**src/design/crtc_pkg.sv**
```systemverilog
// crtc_pkg: codes and register indexes for the CRT controller register bank.
// No dependencies; referenced by vga_crtc_register_bank.
`default_nettype none

package crtc_pkg;

    localparam int NUM_REGS = 25;
    localparam int ADDR_W   = 5;

    typedef logic [7:0] t_byte;
    typedef logic [1:0] t_action;

    // bus actions
    localparam t_action ACT_WR_INDEX = 2'd0;
    localparam t_action ACT_RD_INDEX = 2'd1;
    localparam t_action ACT_WR_DATA  = 2'd2;
    localparam t_action ACT_RD_DATA  = 2'd3;

    // adapter codes
    localparam logic [1:0] ARCH_OTHER = 2'd0;
    localparam logic [1:0] ARCH_EGA   = 2'd1;
    localparam logic [1:0] ARCH_VGA   = 2'd2;

    // resize request codes
    localparam logic [1:0] RS_NONE     = 2'd0;
    localparam logic [1:0] RS_NOW      = 2'd1;
    localparam logic [1:0] RS_DEFERRED = 2'd2;

    // address shift codes
    localparam logic [1:0] SHIFT_BYTE  = 2'd0;
    localparam logic [1:0] SHIFT_WORD  = 2'd1;
    localparam logic [1:0] SHIFT_DWORD = 2'd2;

    // configuration register indexes
    localparam logic [1:0] CFG_ARCH_MODE   = 2'd0;
    localparam logic [1:0] CFG_IGNORE_HDE  = 2'd1;
    localparam logic [1:0] CFG_DOUBLESCAN  = 2'd2;

    // CRTC data register indexes
    localparam t_byte IDX_HDE       = 8'd1;
    localparam t_byte IDX_VTOTAL    = 8'd6;
    localparam t_byte IDX_OVERFLOW  = 8'd7;
    localparam t_byte IDX_ROW_SCAN  = 8'd8;
    localparam t_byte IDX_MAX_SCAN  = 8'd9;
    localparam t_byte IDX_CUR_START = 8'd10;
    localparam t_byte IDX_START_HI  = 8'd12;
    localparam t_byte IDX_START_LO  = 8'd13;
    localparam t_byte IDX_CUR_HI    = 8'd14;
    localparam t_byte IDX_CUR_LO    = 8'd15;
    localparam t_byte IDX_VRET_END  = 8'd17;
    localparam t_byte IDX_VDE       = 8'd18;
    localparam t_byte IDX_UNDERLINE = 8'd20;
    localparam t_byte IDX_VBLK_ST   = 8'd21;
    localparam t_byte IDX_VBLK_END  = 8'd22;
    localparam t_byte IDX_MODE_CTL  = 8'd23;
    localparam t_byte IDX_LINE_CMP  = 8'd24;
    localparam t_byte IDX_PROT_LAST = 8'd7;

    // bit masks
    localparam t_byte OVF_RESIZE_MASK = 8'hD6;
    localparam t_byte MSL_DS_MASK     = 8'h81;
    localparam t_byte MSL_BASE_MASK   = 8'h20;
    localparam t_byte EGA_MSL_MASK    = 8'h7F;

endpackage

`default_nettype wire

```
**src/design/vga_crtc_register_bank.sv**
```systemverilog
// vga_crtc_register_bank: indexed CRT controller register file with decoded outputs.
// Depends on crtc_pkg (codes, register indexes, masks).
//
// Usage:
//   Input channel (i_in_valid / o_in_ready) carries one bus access word:
//   i_action (write index, read index, write data, read data) and
//   i_write_data. Every accepted word yields exactly one result word on
//   the output channel (o_out_valid / i_out_ready): read data, resize
//   request, retrace-clear pulse, unknown-index flag, and the decoded
//   CRTC values as they stand after the access.
//   The 25 data registers sit in a synchronous RAM. A word is taken in
//   IDLE and its register is read on that edge; then, in EXEC, it is
//   modified, written back and the result register is loaded. The result
//   is valid and the input is ready again once EXEC finishes, so a new
//   word is taken only after the last has left EXEC; the RAM read sets this.
//   If the receiver stalls, one more word can be accepted; it waits in
//   EXEC, with input ready low, until the result register frees up.
//   Config port (i_cfg_valid / o_cfg_ready, always ready) writes arch
//   mode, ignore-HDE-shrink and doublescan-set; write it only when idle.
//   Reset: all data registers read 0 (per-entry valid bits, cleared at
//   once, no clearing pass), index 0, shift 1, line total 1, cursor on,
//   arch mode VGA.
`default_nettype none

module vga_crtc_register_bank (
    input  wire         i_clk,
    input  wire         i_rst_n,
    // bus access channel
    input  wire         i_in_valid,
    output logic        o_in_ready,
    input  wire  [1:0]  i_action,
    input  wire  [7:0]  i_write_data,
    // result channel
    output logic        o_out_valid,
    input  wire         i_out_ready,
    output logic [7:0]  o_read_data,
    output logic [1:0]  o_resize_request,
    output logic        o_retrace_clear,
    output logic [15:0] o_start_addr,
    output logic [15:0] o_cursor_address,
    output logic [9:0]  o_split_line,
    output logic [1:0]  o_addr_mode,
    output logic [6:0]  o_row_lines,
    output logic [4:0]  o_row_scan_skip,
    output logic [1:0]  o_byte_skip,
    output logic        o_cursor_enabled,
    output logic        o_unknown_index,
    // configuration write channel
    input  wire         i_cfg_valid,
    output logic        o_cfg_ready,
    input  wire  [1:0]  i_cfg_index,
    input  wire  [7:0]  i_cfg_data
);

    localparam logic ST_IDLE = 1'b0;
    localparam logic ST_EXEC = 1'b1;

    // control
    logic        r_state;
    logic        r_out_valid;
    logic [1:0]  r_action;
    logic [7:0]  r_wdata;

    // register file: RAM plus valid bits
    logic [7:0]  r_mem [0:crtc_pkg::NUM_REGS-1];
    logic [crtc_pkg::NUM_REGS-1:0] r_vld;
    logic [7:0]  r_mem_q;
    logic        r_mem_q_vld;

    // index, protect, shadows of the shift-select bits
    logic [7:0]  r_index;
    logic        r_wprot;
    logic        r_u20_b6;
    logic        r_m23_b6;

    // config
    logic [1:0]  r_arch;
    logic        r_ign_hde;
    logic        r_dscan;

    // decoded state
    logic [15:0] r_start;
    logic [15:0] r_cursor;
    logic [9:0]  r_lcmp;
    logic [1:0]  r_shift;
    logic [6:0]  r_ltotal;
    logic [4:0]  r_rskip;
    logic [1:0]  r_bskip;
    logic        r_cur_on;

    // result word
    logic [7:0]  r_rd;
    logic [1:0]  r_rs;
    logic        r_clr;
    logic        r_unk;

    // next values
    logic [7:0]  n_index;
    logic        n_wprot;
    logic        n_u20_b6;
    logic        n_m23_b6;
    logic [15:0] n_start;
    logic [15:0] n_cursor;
    logic [9:0]  n_lcmp;
    logic [1:0]  n_shift;
    logic [6:0]  n_ltotal;
    logic [4:0]  n_rskip;
    logic [1:0]  n_bskip;
    logic        n_cur_on;
    logic [7:0]  n_rd;
    logic [1:0]  n_rs;
    logic        n_clr;
    logic        n_unk;
    logic        n_mem_we;
    logic [7:0]  n_mem_wd;

    logic        in_accept;
    logic        exec_done;
    logic        idx_ok;
    logic [crtc_pkg::ADDR_W-1:0] addr;
    logic [7:0]  old_val;
    logic        is_vga;
    logic        is_egavga;

    assign in_accept = i_in_valid && o_in_ready;
    assign exec_done = (r_state == ST_EXEC) && (!r_out_valid || i_out_ready);
    assign idx_ok    = (r_index < 8'(crtc_pkg::NUM_REGS));
    assign addr      = r_index[crtc_pkg::ADDR_W-1:0];
    assign old_val   = r_mem_q_vld ? r_mem_q : 8'h00;
    assign is_vga    = (r_arch == crtc_pkg::ARCH_VGA);
    assign is_egavga = (r_arch == crtc_pkg::ARCH_VGA) || (r_arch == crtc_pkg::ARCH_EGA);

    assign o_in_ready  = (r_state == ST_IDLE);
    assign o_cfg_ready = 1'b1;

    // read-modify-write of the addressed register
    always_comb begin
        logic [7:0] v;
        logic [7:0] chk;
        logic [7:0] diff;
        logic [6:0] tot;

        v        = r_wdata;
        chk      = crtc_pkg::MSL_BASE_MASK;
        diff     = 8'h00;
        tot      = 7'd0;
        n_index  = r_index;
        n_wprot  = r_wprot;
        n_u20_b6 = r_u20_b6;
        n_m23_b6 = r_m23_b6;
        n_start  = r_start;
        n_cursor = r_cursor;
        n_lcmp   = r_lcmp;
        n_shift  = r_shift;
        n_ltotal = r_ltotal;
        n_rskip  = r_rskip;
        n_bskip  = r_bskip;
        n_cur_on = r_cur_on;
        n_rd     = 8'h00;
        n_rs     = crtc_pkg::RS_NONE;
        n_clr    = 1'b0;
        n_unk    = 1'b0;
        n_mem_we = 1'b0;
        n_mem_wd = v;

        case (r_action)
            crtc_pkg::ACT_WR_INDEX: begin
                n_index = r_wdata;
            end
            crtc_pkg::ACT_RD_INDEX: begin
                n_rd = r_index;
            end
            crtc_pkg::ACT_RD_DATA: begin
                if (idx_ok) begin
                    n_rd = old_val;
                end else begin
                    n_unk = 1'b1;
                end
            end
            default: begin // data write
                if (!idx_ok) begin
                    n_unk = 1'b1;
                end else if (r_index <= crtc_pkg::IDX_PROT_LAST) begin
                    // line compare bit 8 bypasses write protect
                    if (r_index == crtc_pkg::IDX_OVERFLOW) begin
                        n_lcmp[8] = v[4];
                    end
                    if (!r_wprot) begin
                        n_mem_we = 1'b1;
                        if (r_index == crtc_pkg::IDX_HDE) begin
                            if (v != old_val && !(r_ign_hde && v < old_val)) begin
                                n_rs = crtc_pkg::RS_NOW;
                            end
                        end else if (r_index == crtc_pkg::IDX_VTOTAL) begin
                            if (v != old_val) begin
                                n_rs = crtc_pkg::RS_NOW;
                            end
                        end else if (r_index == crtc_pkg::IDX_OVERFLOW) begin
                            if (((old_val ^ v) & crtc_pkg::OVF_RESIZE_MASK) != 8'h00) begin
                                n_rs = crtc_pkg::RS_NOW;
                            end
                        end
                    end
                end else begin
                    n_mem_we = 1'b1;
                    if (r_index == crtc_pkg::IDX_ROW_SCAN) begin
                        n_rskip = v[4:0];
                        n_bskip = is_vga ? v[6:5] : 2'd0;
                    end else if (r_index == crtc_pkg::IDX_MAX_SCAN) begin
                        if (is_vga) begin
                            n_lcmp[9] = v[6];
                        end else if (r_arch == crtc_pkg::ARCH_EGA) begin
                            v = v & crtc_pkg::EGA_MSL_MASK;
                        end
                        if (!r_dscan) begin
                            chk = chk | crtc_pkg::MSL_DS_MASK;
                        end
                        if (((old_val ^ v) & chk) != 8'h00) begin
                            n_rs = crtc_pkg::RS_NOW;
                        end
                        tot      = {2'b00, v[4:0]} + 7'd1;
                        n_ltotal = v[7] ? {tot[5:0], 1'b0} : tot;
                        n_mem_wd = v;
                    end else if (r_index == crtc_pkg::IDX_CUR_START) begin
                        n_cur_on = is_vga ? !v[5] : 1'b1;
                    end else if (r_index == crtc_pkg::IDX_START_HI) begin
                        n_start[15:8] = v;
                    end else if (r_index == crtc_pkg::IDX_START_LO) begin
                        n_start[7:0] = v;
                    end else if (r_index == crtc_pkg::IDX_CUR_HI) begin
                        n_cursor[15:8] = v;
                    end else if (r_index == crtc_pkg::IDX_CUR_LO) begin
                        n_cursor[7:0] = v;
                    end else if (r_index == crtc_pkg::IDX_VRET_END) begin
                        n_clr   = is_egavga && !v[4];
                        n_wprot = is_vga && v[7];
                    end else if (r_index == crtc_pkg::IDX_VDE) begin
                        if (v != old_val) begin
                            diff = (v > old_val) ? (v - old_val) : (old_val - v);
                            n_rs = (diff < 8'd3) ? crtc_pkg::RS_DEFERRED : crtc_pkg::RS_NOW;
                        end
                    end else if (r_index inside {crtc_pkg::IDX_VBLK_ST,
                                                 crtc_pkg::IDX_VBLK_END}) begin
                        if (v != old_val) begin
                            n_rs = crtc_pkg::RS_NOW;
                        end
                    end else if (r_index == crtc_pkg::IDX_LINE_CMP) begin
                        n_lcmp[7:0] = v;
                    end
                    // address shift follows registers 20 and 23
                    if (r_index inside {crtc_pkg::IDX_UNDERLINE, crtc_pkg::IDX_MODE_CTL}) begin
                        if (r_index == crtc_pkg::IDX_UNDERLINE) begin
                            n_u20_b6 = v[6];
                        end else begin
                            n_m23_b6 = v[6];
                        end
                        if (is_vga && n_u20_b6) begin
                            n_shift = crtc_pkg::SHIFT_DWORD;
                        end else if (is_egavga && n_m23_b6) begin
                            n_shift = crtc_pkg::SHIFT_BYTE;
                        end else begin
                            n_shift = crtc_pkg::SHIFT_WORD;
                        end
                    end
                end
            end
        endcase
    end

    // RAM: read on accept, write back at end of EXEC
    always_ff @(posedge i_clk) begin
        if (in_accept && idx_ok) begin
            r_mem_q <= r_mem[addr];
        end
        if (exec_done && n_mem_we) begin
            r_mem[addr] <= n_mem_wd;
        end
    end

    always_ff @(posedge i_clk) begin
        if (!i_rst_n) begin
            r_state     <= ST_IDLE;
            r_out_valid <= 1'b0;
            r_vld       <= '0;
            r_mem_q_vld <= 1'b0;
            r_index     <= 8'h00;
            r_wprot     <= 1'b0;
            r_u20_b6    <= 1'b0;
            r_m23_b6    <= 1'b0;
            r_arch      <= crtc_pkg::ARCH_VGA;
            r_ign_hde   <= 1'b0;
            r_dscan     <= 1'b0;
            r_start     <= 16'h0000;
            r_cursor    <= 16'h0000;
            r_lcmp      <= 10'h000;
            r_shift     <= crtc_pkg::SHIFT_WORD;
            r_ltotal    <= 7'd1;
            r_rskip     <= 5'd0;
            r_bskip     <= 2'd0;
            r_cur_on    <= 1'b1;
        end else begin
            if (i_cfg_valid) begin
                case (i_cfg_index)
                    crtc_pkg::CFG_ARCH_MODE:  r_arch    <= i_cfg_data[1:0];
                    crtc_pkg::CFG_IGNORE_HDE: r_ign_hde <= i_cfg_data[0];
                    crtc_pkg::CFG_DOUBLESCAN: r_dscan   <= i_cfg_data[0];
                    default: ;
                endcase
            end
            if (in_accept) begin
                r_state     <= ST_EXEC;
                r_mem_q_vld <= idx_ok && r_vld[addr];
            end
            if (exec_done) begin
                r_state     <= ST_IDLE;
                r_out_valid <= 1'b1;
                r_index     <= n_index;
                r_wprot     <= n_wprot;
                r_u20_b6    <= n_u20_b6;
                r_m23_b6    <= n_m23_b6;
                r_start     <= n_start;
                r_cursor    <= n_cursor;
                r_lcmp      <= n_lcmp;
                r_shift     <= n_shift;
                r_ltotal    <= n_ltotal;
                r_rskip     <= n_rskip;
                r_bskip     <= n_bskip;
                r_cur_on    <= n_cur_on;
                if (n_mem_we) begin
                    r_vld[addr] <= 1'b1;
                end
            end else if (r_out_valid && i_out_ready) begin
                r_out_valid <= 1'b0;
            end
        end
    end

    // result payload
    always_ff @(posedge i_clk) begin
        if (exec_done) begin
            r_rd  <= n_rd;
            r_rs  <= n_rs;
            r_clr <= n_clr;
            r_unk <= n_unk;
        end
    end

    always_ff @(posedge i_clk) begin
        if (in_accept) begin
            r_action <= i_action;
            r_wdata  <= i_write_data;
        end
    end

    assign o_out_valid      = r_out_valid;
    assign o_read_data      = r_rd;
    assign o_resize_request = r_rs;
    assign o_retrace_clear  = r_clr;
    assign o_unknown_index  = r_unk;
    assign o_start_addr     = r_start;
    assign o_cursor_address = r_cursor;
    assign o_split_line     = r_lcmp;
    assign o_addr_mode      = r_shift;
    assign o_row_lines      = r_ltotal;
    assign o_row_scan_skip  = r_rskip;
    assign o_byte_skip      = r_bskip;
    assign o_cursor_enabled = r_cur_on;

    // an accepted word always moves to EXEC
    a_accept_exec: assert property (@(posedge i_clk) disable iff (!i_rst_n)
        in_accept |=> (r_state == ST_EXEC))
        else $error("accepted word did not enter EXEC");

    // EXEC holds while the result register is occupied and not taken
    a_exec_hold: assert property (@(posedge i_clk) disable iff (!i_rst_n)
        (r_state == ST_EXEC && r_out_valid && !i_out_ready) |=> (r_state == ST_EXEC))
        else $error("EXEC finished over a pending result");

    // unknown index reads zero and never resizes
    a_unknown_quiet: assert property (@(posedge i_clk) disable iff (!i_rst_n)
        (o_out_valid && o_unknown_index) |->
        (o_read_data == 8'h00 && o_resize_request == crtc_pkg::RS_NONE))
        else $error("unknown index produced data or resize");

    // resize code stays in range
    a_rs_code: assert property (@(posedge i_clk) disable iff (!i_rst_n)
        o_out_valid |-> (o_resize_request <= crtc_pkg::RS_DEFERRED))
        else $error("bad resize code");

    // line total is never zero
    a_ltotal_nz: assert property (@(posedge i_clk) disable iff (!i_rst_n)
        o_row_lines != 7'd0)
        else $error("zero line total");

endmodule

`default_nettype wire
```
**config.mk**
```make
export PLATFORM = sky130hd
export DESIGN_NAME = vga_crtc_register_bank
export DESIGN_NICKNAME = d
export VERILOG_FILES = /design/src/design/crtc_pkg.sv /design/src/design/vga_crtc_register_bank.sv
export SDC_FILE = /design/constraint.sdc
export NUM_CORES = 1
export LEC_CHECK = 0
export BUFFER_PORTS_ARGS = -buffer_cell sky130_fd_sc_hd__buf_2
export CORE_ASPECT_RATIO = 1.1
export CORE_MARGIN = 1
export CORE_UTILIZATION = 65
export DETAILED_ROUTE_END_ITERATION = 8
export PLACE_DENSITY = 0.85
export SYNTH_ARGS = -nofsm -noshare
export SYNTH_HDL_FRONTEND = slang
export SYNTH_SLANG_ARGS = --single-unit
```
**constraint.sdc**
```tcl
create_clock -name i_clk -period 9.1 [get_ports i_clk]
set_input_delay 0.91 -clock i_clk [delete_from_list [all_inputs] [get_ports i_clk]]
set_output_delay 0.91 -clock i_clk [all_outputs]
set_load 0.1 [all_outputs]
```
======== After elaboration in Yosys (flattened, before gate mapping) ========
Memories as Yosys holds them, arrays and structs flattened. A register that Yosys moved wholly into a read port is not among the register bits.
Index checks and enable logic that the tools add are counted.
storage, ports and cells
  input bits .............................. 25
  memories kept ........................... 1
  bits in latches ......................... 0
  register bits after elaboration ......... 124
  bits in writable memories ............... 200
  bits in read-only memories .............. 0
  word-level logic and storage cells ...... 202
  output and inout port bits .............. 74
operators by class
  equality and inequality tests ........... 24
  reductions and logical operators ........ 48
  bitwise operators ....................... 19
  mux-type cells .......................... 71
  div/mod/pow operators ................... 0
  add/sub/neg operators ................... 3
  order comparisons ....................... 7
  shift-type cells ........................ 0
  $mul .................................... 0
memories
  name   words  width  read ports  clocked after memory_dff  write ports  RTL line                      RTL
  r_mem  25     8      1           1                         1            vga_crtc_register_bank.sv:65  logic [7:0] r_mem [0:crtc_pkg::NUM_REGS-1];
operators by type and width
  cell                                                  count
  2-to-1 mux 8 bit                                      21
  equality test 8 x 4 -> 1 bit (second input constant)  7
  equality test 8 x 5 -> 1 bit (second input constant)  7
  2-to-1 mux 2 bit                                      18
  2-to-1 mux 1 bit                                      28
  bitwise OR 25 bit                                     1
  equality test 8 x 3 -> 1 bit (second input constant)  2
  one-hot mux 8 bit (2 select lines)                    1
  nonzero test 8 bit                                    2
  subtractor 8 bit                                      2
  XOR 8 bit                                             2
  inverter 1 bit                                        15
  AND reduction 15 bit                                  1
  AND reduction 5 bit                                   3
  AND reduction 7 bit                                   2
  logical AND 1 bit                                     13
  OR reduction 13 bit                                   1
  AND reduction 12 bit                                  1
  AND reduction 11 bit                                  1
  AND reduction 10 bit                                  1
  AND reduction 2 bit                                   5
  AND reduction 9 bit                                   1
  bitwise AND 8 bit                                     1
  equality test 8 x 1 -> 1 bit (second input constant)  1
  other kinds (23)                                      35

======== Longest topological paths before layout ========
Gate-level depths: netlist of the first run.
  depth in word-level cells ............... 18
  depth in mapped cells ................... 12
  depth with buffers taken out ............ 11

======== Worst setup path before layout of the first run ========
No wires, ideal clock.
  path kind ............................... reg2reg
  from .................................... register r_wdata[0]
  to ...................................... register r_rs[0] (netlist: o_resize_request[0]), data pin
  slack ................................... 5.839 ns
  period minus slack after synthesis ...... 3.261 ns
  cell stages (with the launch flop) ...... 13
  data required time ...................... 8.828 ns
  arrival time ............................ 2.989 ns
  library setup time ...................... 0.272 ns
  path buffers ............................ 1
  cell sequence ........................... edfxtp_1 clkbuf_1 inv_1 ha_1 inv_1 fa_1 inv_1 o221ai_1 or4_1 a2111oi_0 nand3b_1 o311ai_1 a211oi_1
between the ends
  cells in the longest elaborated chain, start to end .. 15
  elaborated cells on any way between the ends .. 39
  those cells by class .................... add/sub (2); order compare (3); eq/ne (1); mux (27); bitwise (2); reduce/logical (4)
ends and longest elaborated chain
  what                                                    RTL line                       RTL
  start: declaration                                      vga_crtc_register_bank.sv:62   logic [7:0] r_wdata;
  start signal: assignment                                vga_crtc_register_bank.sv:351  r_wdata <= i_write_data;
  subtractor 8 bit or > comparator 8 bit (tied branches)  vga_crtc_register_bank.sv:239  diff = (v > old_val) ? (v - old_val) : (old_val - v);
  2-to-1 mux 8 bit                                        vga_crtc_register_bank.sv:239
  < comparator 8 x 2 -> 1 bit                             vga_crtc_register_bank.sv:240  n_rs = (diff < 8'd3) ? crtc_pkg::RS_DEFERRED : crtc_pkg::RS_NOW;
  2-to-1 mux 2 bit                                        vga_crtc_register_bank.sv:240
  2-to-1 mux 2 bit                                        vga_crtc_register_bank.sv:238  if (v != old_val) begin
  2-to-1 mux 2 bit                                        vga_crtc_register_bank.sv:237  end else if (r_index == crtc_pkg::IDX_VDE) begin
  2-to-1 mux 2 bit                                        vga_crtc_register_bank.sv:234  end else if (r_index == crtc_pkg::IDX_VRET_END) begin
  2-to-1 mux 2 bit                                        vga_crtc_register_bank.sv:232  end else if (r_index == crtc_pkg::IDX_CUR_LO) begin
  2-to-1 mux 2 bit                                        vga_crtc_register_bank.sv:230  end else if (r_index == crtc_pkg::IDX_CUR_HI) begin
  2-to-1 mux 2 bit                                        vga_crtc_register_bank.sv:228  end else if (r_index == crtc_pkg::IDX_START_LO) begin
  2-to-1 mux 2 bit                                        vga_crtc_register_bank.sv:226  end else if (r_index == crtc_pkg::IDX_START_HI) begin
  2-to-1 mux 2 bit                                        vga_crtc_register_bank.sv:224  end else if (r_index == crtc_pkg::IDX_CUR_START) begin
  2-to-1 mux 2 bit                                        vga_crtc_register_bank.sv:209  end else if (r_index == crtc_pkg::IDX_MAX_SCAN) begin
  2-to-1 mux 2 bit                                        vga_crtc_register_bank.sv:206  if (r_index == crtc_pkg::IDX_ROW_SCAN) begin
  2-to-1 mux 2 bit (*)                                    vga_crtc_register_bank.sv:183  end else if (r_index <= crtc_pkg::IDX_PROT_LAST) begin
  end signal: assignment                                  vga_crtc_register_bank.sv:342  r_rs <= n_rs;
  end: declaration                                        vga_crtc_register_bank.sv:93   logic [1:0] r_rs;
Every way passes the cells marked *; elsewhere a longest branch is shown, timed or not. The select of a mux whose other input is x is not followed.
A chain may end at the register's enable or synchronous reset.

======== Final worst setup path of the first run ========
  from .................................... register r_wdata[3]
  to ...................................... register r_rs[0] (netlist: o_resize_request[0]), data pin
The elaborated chain is that of the path after synthesis.

==> summary.md, run 1 <==
| Metric | Value |
|---|---|
| Status | `finished clean` |
| Post-CTS Hold Fix Bufs | `0` |
| Reg clk slew, reported paths | `0.07 ns` |
| Final HPWL from detailed placement | `20800 µm` |
| Critical path launch point type | `register` |
| Post-synth EDFFs | `230` |
| Power share of the combinational group | `0.058` |
| Crit share post-route | `0.449` |
| Critical path, cell by cell | `buf_4 > inv_1 > ha_1 > nand4_1 > a21oi_1 > or4_1 > a2111oi_0 > nand3b_1 > o311ai_1 > a211oi_1` |
| Count of endpoints failing setup in the final report | `0` |
| Number of antenna violations at the first check in global routing | `0` |
| Initial core utilization | `0.672` |
| Proportion of total power due to net switching | `0.221` |
| Worst hold slack | `between 0.4 and 0.5 ns` |
| Wire length of the first global-routing pass | `about 53000 µm` |
| Mean number of vias per cell | `6.49` |
| Worst clock skew on the final layout | `0.0216 ns` |
| Setup TNS | `0 ns` |
| Buffers and inverters on the worst path | `2` |
| Transition time at the pin with the least slew margin | `1.36 ns` |
| Slowest-stage cell, CP | `edfxtp_1` |
| Relative slew slack | `0.0842` |
| Portion of total power attributed to sequential cells | `0.533` |
| Horiz. Die Dim | `142 µm` |
| Share of the synthesized area in the top cell type | `0.493` |
| Count of port buffers added during placement | `91` |
| Antenna cells | `0` |
| Clock network latency to the later pin of the worst-skew pair | `0.56 ns` |
| Cells taking the most area after synthesis | `edfxtp_1, dfxtp_1, mux4_2` |
| Class of the most critical setup path | `register to register` |
| Syn Inst Count | `982` |
| Cell chosen for the clock root | `clkbuf_16` |
| Critical Path Start | `r_wdata[3]$_DFFE_PP_` |
| Layout overhead on the synthesized area | `11.7%` |
| Syn nets | `1031` |
| Share of synthesized flip-flops with an asynchronous set or reset | `0` |
| Final WL | `34800 µm` |
| CTS H-Tree Depth | `1` |
| Final Hold Violating Endpoints | `0` |
| Number of max-slew violations in the final report | `0` |
| Net switching power of the design | `681 µW` |
| Clk network pwr share | `0.408` |
| Area of the mapped netlist | `approximately 14000 µm²` |
| Sequential cell area fraction in the yosys report | `0.639` |
| Resized Gates After CTS | `0` |
| Y dimension of the die | `~160 µm` |
| TritonCTS clock tree | `done` |
| Count of TritonRoute iterations in the first routing pass | `5` |
| Routability Congestion | `between 0.9 and 1` |
| Number of sinks driven by the clock tree | `332` |
| Critical path data arrival time | `roughly 4.4 ns` |
| Flops & latches, synth | `332` |
| Netlist cell types | `67` |
| Startpoint of the most critical hold path | `r_vld[14]$_SDFFE_PN0P_` |
| RSZ-0062 raised after global routing | `false` |
| Beginning of the worst register-to-register path | `r_wdata[3]$_DFFE_PP_` |
| Worst hold path type | `register to register` |
| Post-synth top flop | `edfxtp_1` |
| Largest net degree at the start of global routing | `103` |
| Maximum number of buffers from clock root to sink | `3` |
| TritonCTS buffer count | `30` |
| Ratio of cells with drive above 1 in the final layout | `0.226` |
| Pwr/cell area | `197 nW/µm²` |
| Internal power | `2.39 mW` |
| DRC marker count from the first detailed-route iteration | `971` |
| Vias in the first global route | `8846` |
| I/O pins | `99` |
| Total Die Area | `22100 µm²` |
| Critical-path maximum fanout | `24` |
| Synthesized area per cell | `14.3 µm²` |
| Per-cell routed wire length | `approximately 26 µm` |
| Tot GR Track Use | `0.326` |
| Delay-heaviest family, CP | `compound AO/OA/AOI/OAI gates` |
| Worst IR Drop VDD | `0.174 mV` |
| Global route overflow | `0` |
| Slowest Stage Delay on Critical Path | `1.01 ns` |
| Count of buffers added by post-CTS timing repair for setup | `0` |
| Post-route DRC | `0` |
| Antenna violation net count after detailed routing | `0` |
| Lkg Pwr | `5.37 nW` |
| Total of max-cap violations | `0` |
| Number of nets in the layout | `1104` |
| Time the worst path needs with I/O delays and setup | `approximately 4.1 ns` |
| Number of rows in the core area | `55` |
| Worst path required time | `~9.4 ns` |
| Area of the core region | `roughly 21000 µm²` |
| Yosys top cell by area | `edfxtp_1` |
| F_max | `0.245 GHz` |
| Crit end category | `register` |
| Number of vias after detailed routing | `~9000` |
| Synthesis warning total | `0` |
## layout by cell type, fill, tap and decap left out, drive strengths merged, types with 8 or more instances in the layout
cell type,n
o21a,25
nor3,11
or3,9
o21ai,20
ha,22
nand2,121
a21oi,15
dfxtp,102
a21boi,49
clkbuf,46
nand2b,9
nand3,12
buf,106
edfxtp,230
nor2b,29
clkinv,8
mux2i,33
mux4,63
inv,26
nor2,39
mux2,8
## logic make-up after synthesis
logic type	Yosys count	synth area share
xor gates and xnor gates	7	0.00438
muxes	104	0.131
buffers and inverters	90	0.0261
AOI/OAI and AO/OA	151	0.0784
DFF	332	0.639
and+or+nand+nor	273	0.0982
other	1	0.000268
adders and majority gates	24	0.0225
## power by group through the flow
stage | Clock (mW) | Combinational, mW | Sequential, mW
2_1_floorplan | 0 | 0.0965 | 1.70
3_3_place_gp | 0 | 0.171 | 1.67
3_5_place_dp | 0 | 0.174 | 1.67
4_1_cts | 1.25 | 0.178 | 1.64
5_1_grt | 1.31 | 0.189 | 1.64
6_report | 1.26 | 0.180 | 1.64
## cell usage after synthesis (3+ instances only)
master,instances
nand2_1,121
nand3b_1,7
ha_1,22
xnor2_1,4
or4_1,5
a21oi_1,15
a22o_1,7
nand2b_1,8
dfxtp_1,102
or3_1,8
buf_1,4
nor3_2,5
nand3_1,11
and3_1,6
inv_1,25
xor2_1,3
mux2i_1,33
nor2_1,38
and2_1,4
a211oi_1,4
mux2_2,8
o211ai_1,7
nor4_1,4
o21ai_0,20
nand4_1,6
a31oi_1,3
buf_2,4
nor2b_1,29
nor3b_1,4
o21a_1,25
edfxtp_1,230
clkbuf_1,53
nor3_1,6
a21boi_0,47
mux4_2,63
o221ai_1,3
## area by class of cell
class | count | area, µm²
inverters | 25 | 93.8
multi-input cells | 560 | 4690
clock buffers | 46 | 907
clock inverters | 10 | 72.6
repair buffers | 106 | 568
fillers | 1221 | 5200
flip-flops and latches | 332 | 8950
well taps | 285 | 357
## per-layer routing
| layer | global-route usage | part of all wire | vias up |
|---|---|---|---|
| li1 | - | - | 3812 |
| met5 | 0 | 0 | - |
| met1 | 0.426 | 0.37 | 4419 |
| met3 | 0.0654 | 0.090 | 104 |
| met2 | 0.540 | 0.50 | 513 |
| met4 | 0.128 | 0.037 | 0 |
## through the flow
| step | setup slack (ns) | utilization | instances | power, mW | area, µm² |
|---|---|---|---|---|---|
| final | 5.02 | 0.750 | 1364 | 3.07 | 15600 |
| after global routing | 4.83 | 0.750 | 1364 | 3.14 | 15600 |
| after CTS | 5.08 | 0.750 | 1364 | 3.07 | 15600 |
| after detailed placement | 5.09 | 0.703 | 1308 | 1.85 | 14700 |
| after global placement | 5.19 | 0.703 | 1308 | 1.84 | 14700 |
| after floorplan | 5.84 | - | 982 | 1.80 | 14000 |
## final timing paths
| check | cells after the start | slack, ns | end |
|---|---|---|---|
| max reg2reg | 10 | 5.02 | o_resize_request[0]$_SDFFCE_PP0P_ |
| min reg2reg | 1 | 0.46 | r_vld[14]$_SDFFE_PN0P_ |
| min | 1 | 0.46 | r_vld[14]$_SDFFE_PN0P_ |
| max | 10 | 5.02 | o_resize_request[0]$_SDFFCE_PP0P_ |
## registers in the layout, indices dropped and copies added, names as in the netlist, 2 cells and up
name / cells
r_mem_q: 8
r_wdata: 8
o_split_line: 10
r_mem: 200
o_cursor_address: 16
o_row_lines: 7
o_start_addr: 16
o_resize_request: 2
r_vld: 25
o_read_data: 8
r_action: 2
o_byte_skip: 2
r_index: 8
o_row_scan_skip: 5
o_addr_mode: 2
r_arch: 2
## worst register-to-register path: cells and delay by family, from the launching register on
kind                       cells  cell delay (ns)
AOI/OAI and AO/OA              4             1.08
buffers and inverters          2             0.52
adders and majority gates      1             0.42
and+or+nand+nor                3             0.79
DFF                            1             1.01
(Power assumes the default switching activity.)
==> inputs of run 2 (changes only) <==
Settings changed: CORE_UTILIZATION 65 to 54, PLACE_DENSITY 0.85 to 0.75.
Clock period 9.1 ns to 3.5 ns, I/O delays scaled along.
==> summary.md, run 2 (synthesized netlist as in run 1, its figures left out) <==
| Metric | Value |
|---|---|
| Status | `finished clean` |
| Total of max-cap violations | `0 (unchanged)` |
| Count of TritonRoute iterations in the first routing pass | `5 (unchanged)` |
| Total Power | `8.15 mW (+170%)` |
| Routability Congestion | `0.913 (+1.1%)` |
| Count of port buffers added during placement | `91 (unchanged)` |
| Relative slew slack | `0.406 (+0.322)` |
| Register with the most flip-flops | `r_mem` |
| Clk network pwr share | `0.418 (+0.010)` |
| Cell chosen for the clock root | `clkbuf_16` |
| Instance area after placement | `15000 µm² (+2.4%)` |
| DRC marker count from the first detailed-route iteration | `874 (-10%)` |
| F_max | `0.320 GHz (+31%)` |
| Worst IR Drop VDD | `0.421 mV (+140%)` |
| Transition time at the pin with the least slew margin | `0.886 ns (-0.476 ns)` |
| Ratio of cells with drive above 1 in the final layout | `0.251 (+0.0248)` |
| Worst clock skew on the final layout | `0.0110 ns (-0.0106 ns)` |
| CTS H-Tree Depth | `2 (+1)` |
| TritonCTS clock tree | `done` |
| Number of vias after detailed routing | `8586 (-3.0%)` |
| Vias in the first global route | `8566 (-3.2%)` |
| Class of the most critical setup path | `register to register` |
| Global route overflow | `0 (unchanged)` |
| Final-layout fill cell count | `1854 (+52%)` |
| Crit end category | `register` |
| Wire length of the first global-routing pass | `50700 µm (-3.7%)` |
| Post-layout utilization of the core | `0.632 (-0.119)` |
| Internal power | `6.31 mW (+160%)` |
| Post-CTS Hold Fix Bufs | `0 (unchanged)` |
| Worst hold slack | `0.0313 ns (-0.430 ns)` |
| Crit share post-route | `0.893 (+0.444)` |
| Initial core utilization | `0.551 (-0.121)` |
| Antenna violation net count after detailed routing | `0 (unchanged)` |
| Number of rows in the core area | `61 (+11%)` |
| Antenna cells | `0 (unchanged)` |
| Net switching power of the design | `1.84 mW (+170%)` |
| Critical path data arrival time | `3.36 ns (-1.02 ns)` |
| Finished layout cell area | `16100 µm² (+2.6%)` |
| RSZ-0062 raised after global routing | `false` |
| Setup TNS | `0 ns (unchanged)` |
| Post-route DRC | `0 (unchanged)` |
| I/O pins | `99 (unchanged)` |
| Lkg Pwr | `5.58 nW (+3.9%)` |
| Worst path required time | `3.74 ns (-5.65 ns)` |
| Horiz. Die Dim | `156 µm (+9.6%)` |
| Number of nets in the layout | `1145 (+3.7%)` |
| Layout overhead on the synthesized area | `14.6%` |
| Tot GR Track Use | `0.258 (-0.0676)` |
| Largest net degree at the start of global routing | `60 (-42%)` |
| Worst hold path type | `input pin to register` |
| Time the worst path needs with I/O delays and setup | `3.13 ns (-0.958 ns)` |
| Clock network latency to the later pin of the worst-skew pair | `0.51 ns (-0.05 ns)` |
| Flip-flop count of the largest register, all copies and words added | `200 (unchanged)` |
| Resized Gates After CTS | `0 (unchanged)` |
| Critical path launch point type | `register` |
| Critical-path maximum fanout | `9 (-63%)` |
| Portion of total power attributed to sequential cells | `0.523 (-0.010)` |
| Pwr/cell area | `508 nW/µm² (+160%)` |
| Area of the core region | `25400 µm² (+22%)` |
| Number of antenna violations at the first check in global routing | `0 (unchanged)` |
| Commonest cells after routing, fill and taps aside | `edfxtp_1, nand2_1, dfxtp_1` |
| Number of max-slew violations in the final report | `0 (unchanged)` |
| Reg clk slew, reported paths | `0.06 ns (about the same)` |
| Final HPWL from detailed placement | `21200 µm (+1.7%)` |
| Count of endpoints failing setup in the final report | `0 (unchanged)` |
| Y dimension of the die | `171 µm (+9.6%)` |
| Per-cell routed wire length | `22.8 µm (-10%)` |
| Number of sinks driven by the clock tree | `332 (unchanged)` |
| Top Registers | `r_mem (200), r_vld (25)` |
| Total Die Area | `26600 µm² (+20%)` |
| Count of buffers added by post-CTS timing repair for setup | `0 (unchanged)` |
| Final Hold Violating Endpoints | `0 (unchanged)` |
| TritonCTS buffer count | `35 (+17%)` |
| Most common cell after layout, fill and taps aside | `edfxtp_1` |
| Power share of the combinational group | `0.059 (about the same)` |
| Proportion of total power due to net switching | `0.226 (+0.00418)` |
| Final WL | `33500 µm (-3.7%)` |
| Maximum number of buffers from clock root to sink | `3 (unchanged)` |
| Mean number of vias per cell | `5.86 (-9.7%)` |
## run 2: cell types whose count changed in the layout (fill, tap and decap cells not counted), moves of 2 or more
cell       delta
buf_4        +36
clkinv_2      -3
clkbuf_16     +3
clkbuf_1      +2
clkinv_1      +4
## run 2: power groups by stage
stage               registers (mW)  logic [mW]  clock network, mW
floorplan                     4.42       0.251                  0
detailed placement            4.35       0.472                  0
finish                        4.26       0.478               3.41
global route                  4.27       0.507               3.58
global placement              4.35       0.466                  0
CTS                           4.26       0.475               3.45
## run 2: worst paths after layout
path	start	end	slack, ns	cells past startpoint
max reg2reg	r_mem_q_vld$_SDFFE_PN0P_	o_resize_request[0]$_SDFFCE_PP0P_	0.37	12
min	i_write_data[7]	r_wdata[7]$_DFFE_PP_	0.03	1
min reg2reg	o_cursor_address[6]$_SDFFE_PN0P_	o_cursor_address[6]$_SDFFE_PN0P_	0.45	2
max	r_mem_q_vld$_SDFFE_PN0P_	o_resize_request[0]$_SDFFCE_PP0P_	0.37	12
## run 2: final cells by class
class / instances / area [µm²] / share of cell area
Sequential cell: 332 / 8950 / 0.558
Multi-Input combinational cell: 560 / 4700 / 0.293
Clock buffer: 49 / 968 / 0.0603
Timing Repair Buffer: 142 / 838 / 0.0522
Tap cell: 346 / 433 / 0.0270
Inverter: 25 / 93.8 / 0.00585
Clock inverter: 12 / 66.3 / 0.00413
## run 2: per-stage QoR
| step | cells | setup slack [ns] |
|---|---|---|
| 2_1_floorplan | 982 | 0.239 |
| 3_3_place_gp | 1405 | 0.454 |
| 3_5_place_dp | 1405 | 0.454 |
| 4_1_cts | 1466 | 0.414 |
| 5_1_grt | 1466 | 0.228 |
| 6_report | 1466 | 0.374 |
## run 2: per-layer routing
metal	GRT usage	vias to the layer above	routed length, µm
met4	0.0865	0	841
met1	0.355	4316	14000
met3	0.0443	60	2350
met2	0.418	318	16300
li1	-	3892	-
met5	0	-	0
## run 2: critical path, stage by stage (launching register included)
cell and delay, ns:
dfxtp_1 0.31, buf_4 0.16, nand2_1 0.08, inv_1 0.06
ha_1 0.41, inv_1 0.24, a221oi_1 0.15, or4_1 0.48
a2111oi_0 0.49, buf_4 0.20, nand3b_1 0.07, o311ai_1 0.10
a211oi_1 0.11
==> inputs of run 3 (changes only) <==
Settings changed: CORE_ASPECT_RATIO 1.1 to 1.75.
==> summary.md, run 3 (synthesized netlist as in run 1, its figures left out) <==
| Metric | Value |
|---|---|
| Register with the most flip-flops | `r_mem` |
| Number of max-slew violations in the final report | `0 (unchanged)` |
| Pwr/cell area | `502 nW/µm² (-1.2%)` |
| Top Registers | `r_mem (200), r_vld (25)` |
| I/O pins | `99 (unchanged)` |
| Reg-to-reg setup timing slack | `0.23 ns (-0.15 ns)` |
| F_max | `0.305 GHz (-4.5%)` |
| Flip-flop count of the largest register, all copies and words added | `200 (unchanged)` |
| Setup TNS | `0 ns (unchanged)` |
| Number of antenna violations at the first check in global routing | `0 (unchanged)` |
| Commonest cells after routing, fill and taps aside | `edfxtp_1, nand2_1, dfxtp_1` |
| Ratio of cells with drive above 1 in the final layout | `0.249 (-0.00202)` |
| Count of buffers added by post-CTS timing repair for setup | `0 (unchanged)` |
| Worst hold path cell count | `1 (unchanged)` |
| Beginning of the worst register-to-register path | `r_mem_q_vld$_SDFFE_PN0P_` |
| Final WL | `33200 µm (-0.75%)` |
| Total Die Area | `26600 µm² (about the same)` |
| Number of vias after detailed routing | `8535 (-0.59%)` |
| Number of nets in the layout | `1140 (-0.44%)` |
| Crit share post-route | `0.936 (+0.0425)` |
| Routability Congestion | `0.950 (+4.0%)` |
| Finished layout cell area | `16000 µm² (-0.26%)` |
| Area of the core region | `25300 µm² (-0.30%)` |
| Most common cell after layout, fill and taps aside | `edfxtp_1` |
| Wire length of the first global-routing pass | `51000 µm (+0.69%)` |
| Initial core utilization | `0.553 (+0.00169)` |
| Mean number of vias per cell | `5.97 (+2.0%)` |
| Total of max-cap violations | `0 (unchanged)` |
| Cell count of the worst reg-to-reg path | `12 (unchanged)` |
| Critical path data arrival time | `3.58 ns (+0.22 ns)` |
| Largest net degree at the start of global routing | `103 (+72%)` |
| Tot GR Track Use | `0.262 (+0.00410)` |
| Count of TritonRoute iterations in the first routing pass | `5 (unchanged)` |
| Worst clock skew on the final layout | `0.0217 ns (+0.0108 ns)` |
| CTS H-Tree Depth | `1 (-1)` |
| Post-route DRC | `0 (unchanged)` |
| Clock network latency to the later pin of the worst-skew pair | `0.58 ns (+0.07 ns)` |
| Count of endpoints failing setup in the final report | `0 (unchanged)` |
| Y dimension of the die | `215 µm (+26%)` |
| Count of port buffers added during placement | `91 (unchanged)` |
| Vias in the first global route | `8915 (+4.1%)` |
| Antenna violation net count after detailed routing | `0 (unchanged)` |
| Endpoint of the worst hold-timing path | `r_wdata[0]$_DFFE_PP_` |
| Startpoint of the most critical hold path | `i_write_data[0]` |
| Total Power | `8.03 mW (-1.4%)` |
| Transition time at the pin with the least slew margin | `0.920 ns (+0.0344 ns)` |
| Class of the most critical setup path | `register to register` |
| Final Hold Violating Endpoints | `0 (unchanged)` |
| Critical path launch point type | `register` |
| Lkg Pwr | `5.56 nW (-0.27%)` |
| Per-cell routed wire length | `23.3 µm (+1.8%)` |
| Number of sinks driven by the clock tree | `332 (unchanged)` |
| Time the worst path needs with I/O delays and setup | `3.27 ns (+0.149 ns)` |
| Status | `finished clean` |
| Layout overhead on the synthesized area | `14.3%` |
| Instance area after placement | `14900 µm² (-0.51%)` |
| Number of rows in the core area | `77 (+26%)` |
| End of the worst register-to-register path | `o_resize_request[0]$_SDFFCE_PP0P_` |
| Cell chosen for the clock root | `clkbuf_16` |
| Worst path required time | `3.80 ns (+0.06 ns)` |
| Maximum number of buffers from clock root to sink | `3 (unchanged)` |
| Reg clk slew, reported paths | `0.07 ns (about the same)` |
| Crit end category | `register` |
| Antenna cells | `0 (unchanged)` |
| Horiz. Die Dim | `124 µm (-20%)` |
| Worst IR Drop VDD | `0.515 mV (+22%)` |
| TritonCTS clock tree | `done` |
| Global route overflow | `0 (unchanged)` |
| DRC marker count from the first detailed-route iteration | `515 (-41%)` |
| Critical-path maximum fanout | `10 (+1)` |
| Relative slew slack | `0.387 (-0.0197)` |
| Worst hold path type | `input pin to register` |
| RSZ-0062 raised after global routing | `false` |
| Final HPWL from detailed placement | `22400 µm (+5.8%)` |
| TritonCTS buffer count | `28 (-20%)` |
run 3: changes by cell type in the layout (fill, tap and decap cells not counted), moves of 2 or more:
cell / before / now
buf_4: 51 / 44
bufinv_16: 0 / 4
clkbuf_1: 10 / 3
clkbuf_16: 35 / 28
clkinv_1: 5 / 0
clkinv_2: 4 / 8
clkinv_4: 0 / 2
dlygate4sd3_1: 0 / 8
run 3: area by class of cell:
type,instances,area (µm²)
clock buffer,36,772
multi-input combinational,560,4690
clock inverter,16,215
inverter,25,93.8
fill,1846,9330
tap,316,395
sequential,332,8950
timing repair buffer,144,886
run 3: worst max-delay path by stage:
stage | startpoint | endpoint | slack (ns) | depth (start not counted)
after floorplan | r_wdata[0]$_DFFE_PP_ | o_resize_request[0]$_SDFFCE_PP0P_ | 0.24 | 12
after global placement | r_mem_q_vld$_SDFFE_PN0P_ | o_resize_request[0]$_SDFFCE_PP0P_ | 0.14 | 12
after detailed placement | r_mem_q_vld$_SDFFE_PN0P_ | o_resize_request[0]$_SDFFCE_PP0P_ | 0.17 | 12
after CTS | r_mem_q_vld$_SDFFE_PN0P_ | o_resize_request[0]$_SDFFCE_PP0P_ | 0.14 | 12
after global routing | r_mem_q_vld$_SDFFE_PN0P_ | o_resize_request[0]$_SDFFCE_PP0P_ | 0.13 | 12
final | r_mem_q_vld$_SDFFE_PN0P_ | o_resize_request[0]$_SDFFCE_PP0P_ | 0.23 | 12
run 3: worst max-delay path: stages, from the launching register on:
cell and delay, ns:
dfxtp_1 0.31, buf_4 0.16, nand2_1 0.11, inv_1 0.09
ha_1 0.53, a21bo_2 0.19, o31ai_1 0.07, or4_1 0.53
a2111oi_1 0.53, buf_4 0.21, nand3b_1 0.08, o311ai_1 0.10
a211oi_1 0.11
run 3: report_power, final:
part | internal [mW] | switching [mW] | total [mW]
clock network | 1.87 | 1.41 | 3.29
registers | 4.23 | 0.0265 | 4.26
logic | 0.149 | 0.339 | 0.488
total | 6.25 | 1.78 | 8.03
run 3: what timing repair did:
action | 4_1_cts | 5_1_grt
hold buffers | 6 | 2
gates resized for setup | 0 | 1
endpoints found under the setup margin | 0 | 1
hold endpoints to repair | 6 | 2
run 3: per-layer routing:
metal,vias to the layer above,global-route usage,routed length [µm]
li1,3879,-,-
met1,4250,0.305,12200
met2,321,0.461,17600
met3,85,0.0311,1670
met4,0,0.139,1760
met5,-,0,0
run 3: per-stage QoR:
step	setup WS [ns]	utilization	hold WS, ns	std cells
3_3_place_gp	0.142	0.590	0.438	1369
6_report	0.225	0.632	0.0281	1429
4_1_cts	0.142	0.631	0.000476	1427
3_5_place_dp	0.167	0.590	0.448	1369
5_1_grt	0.127	0.632	0.00823	1429
2_1_floorplan	0.239	-	0.435	982
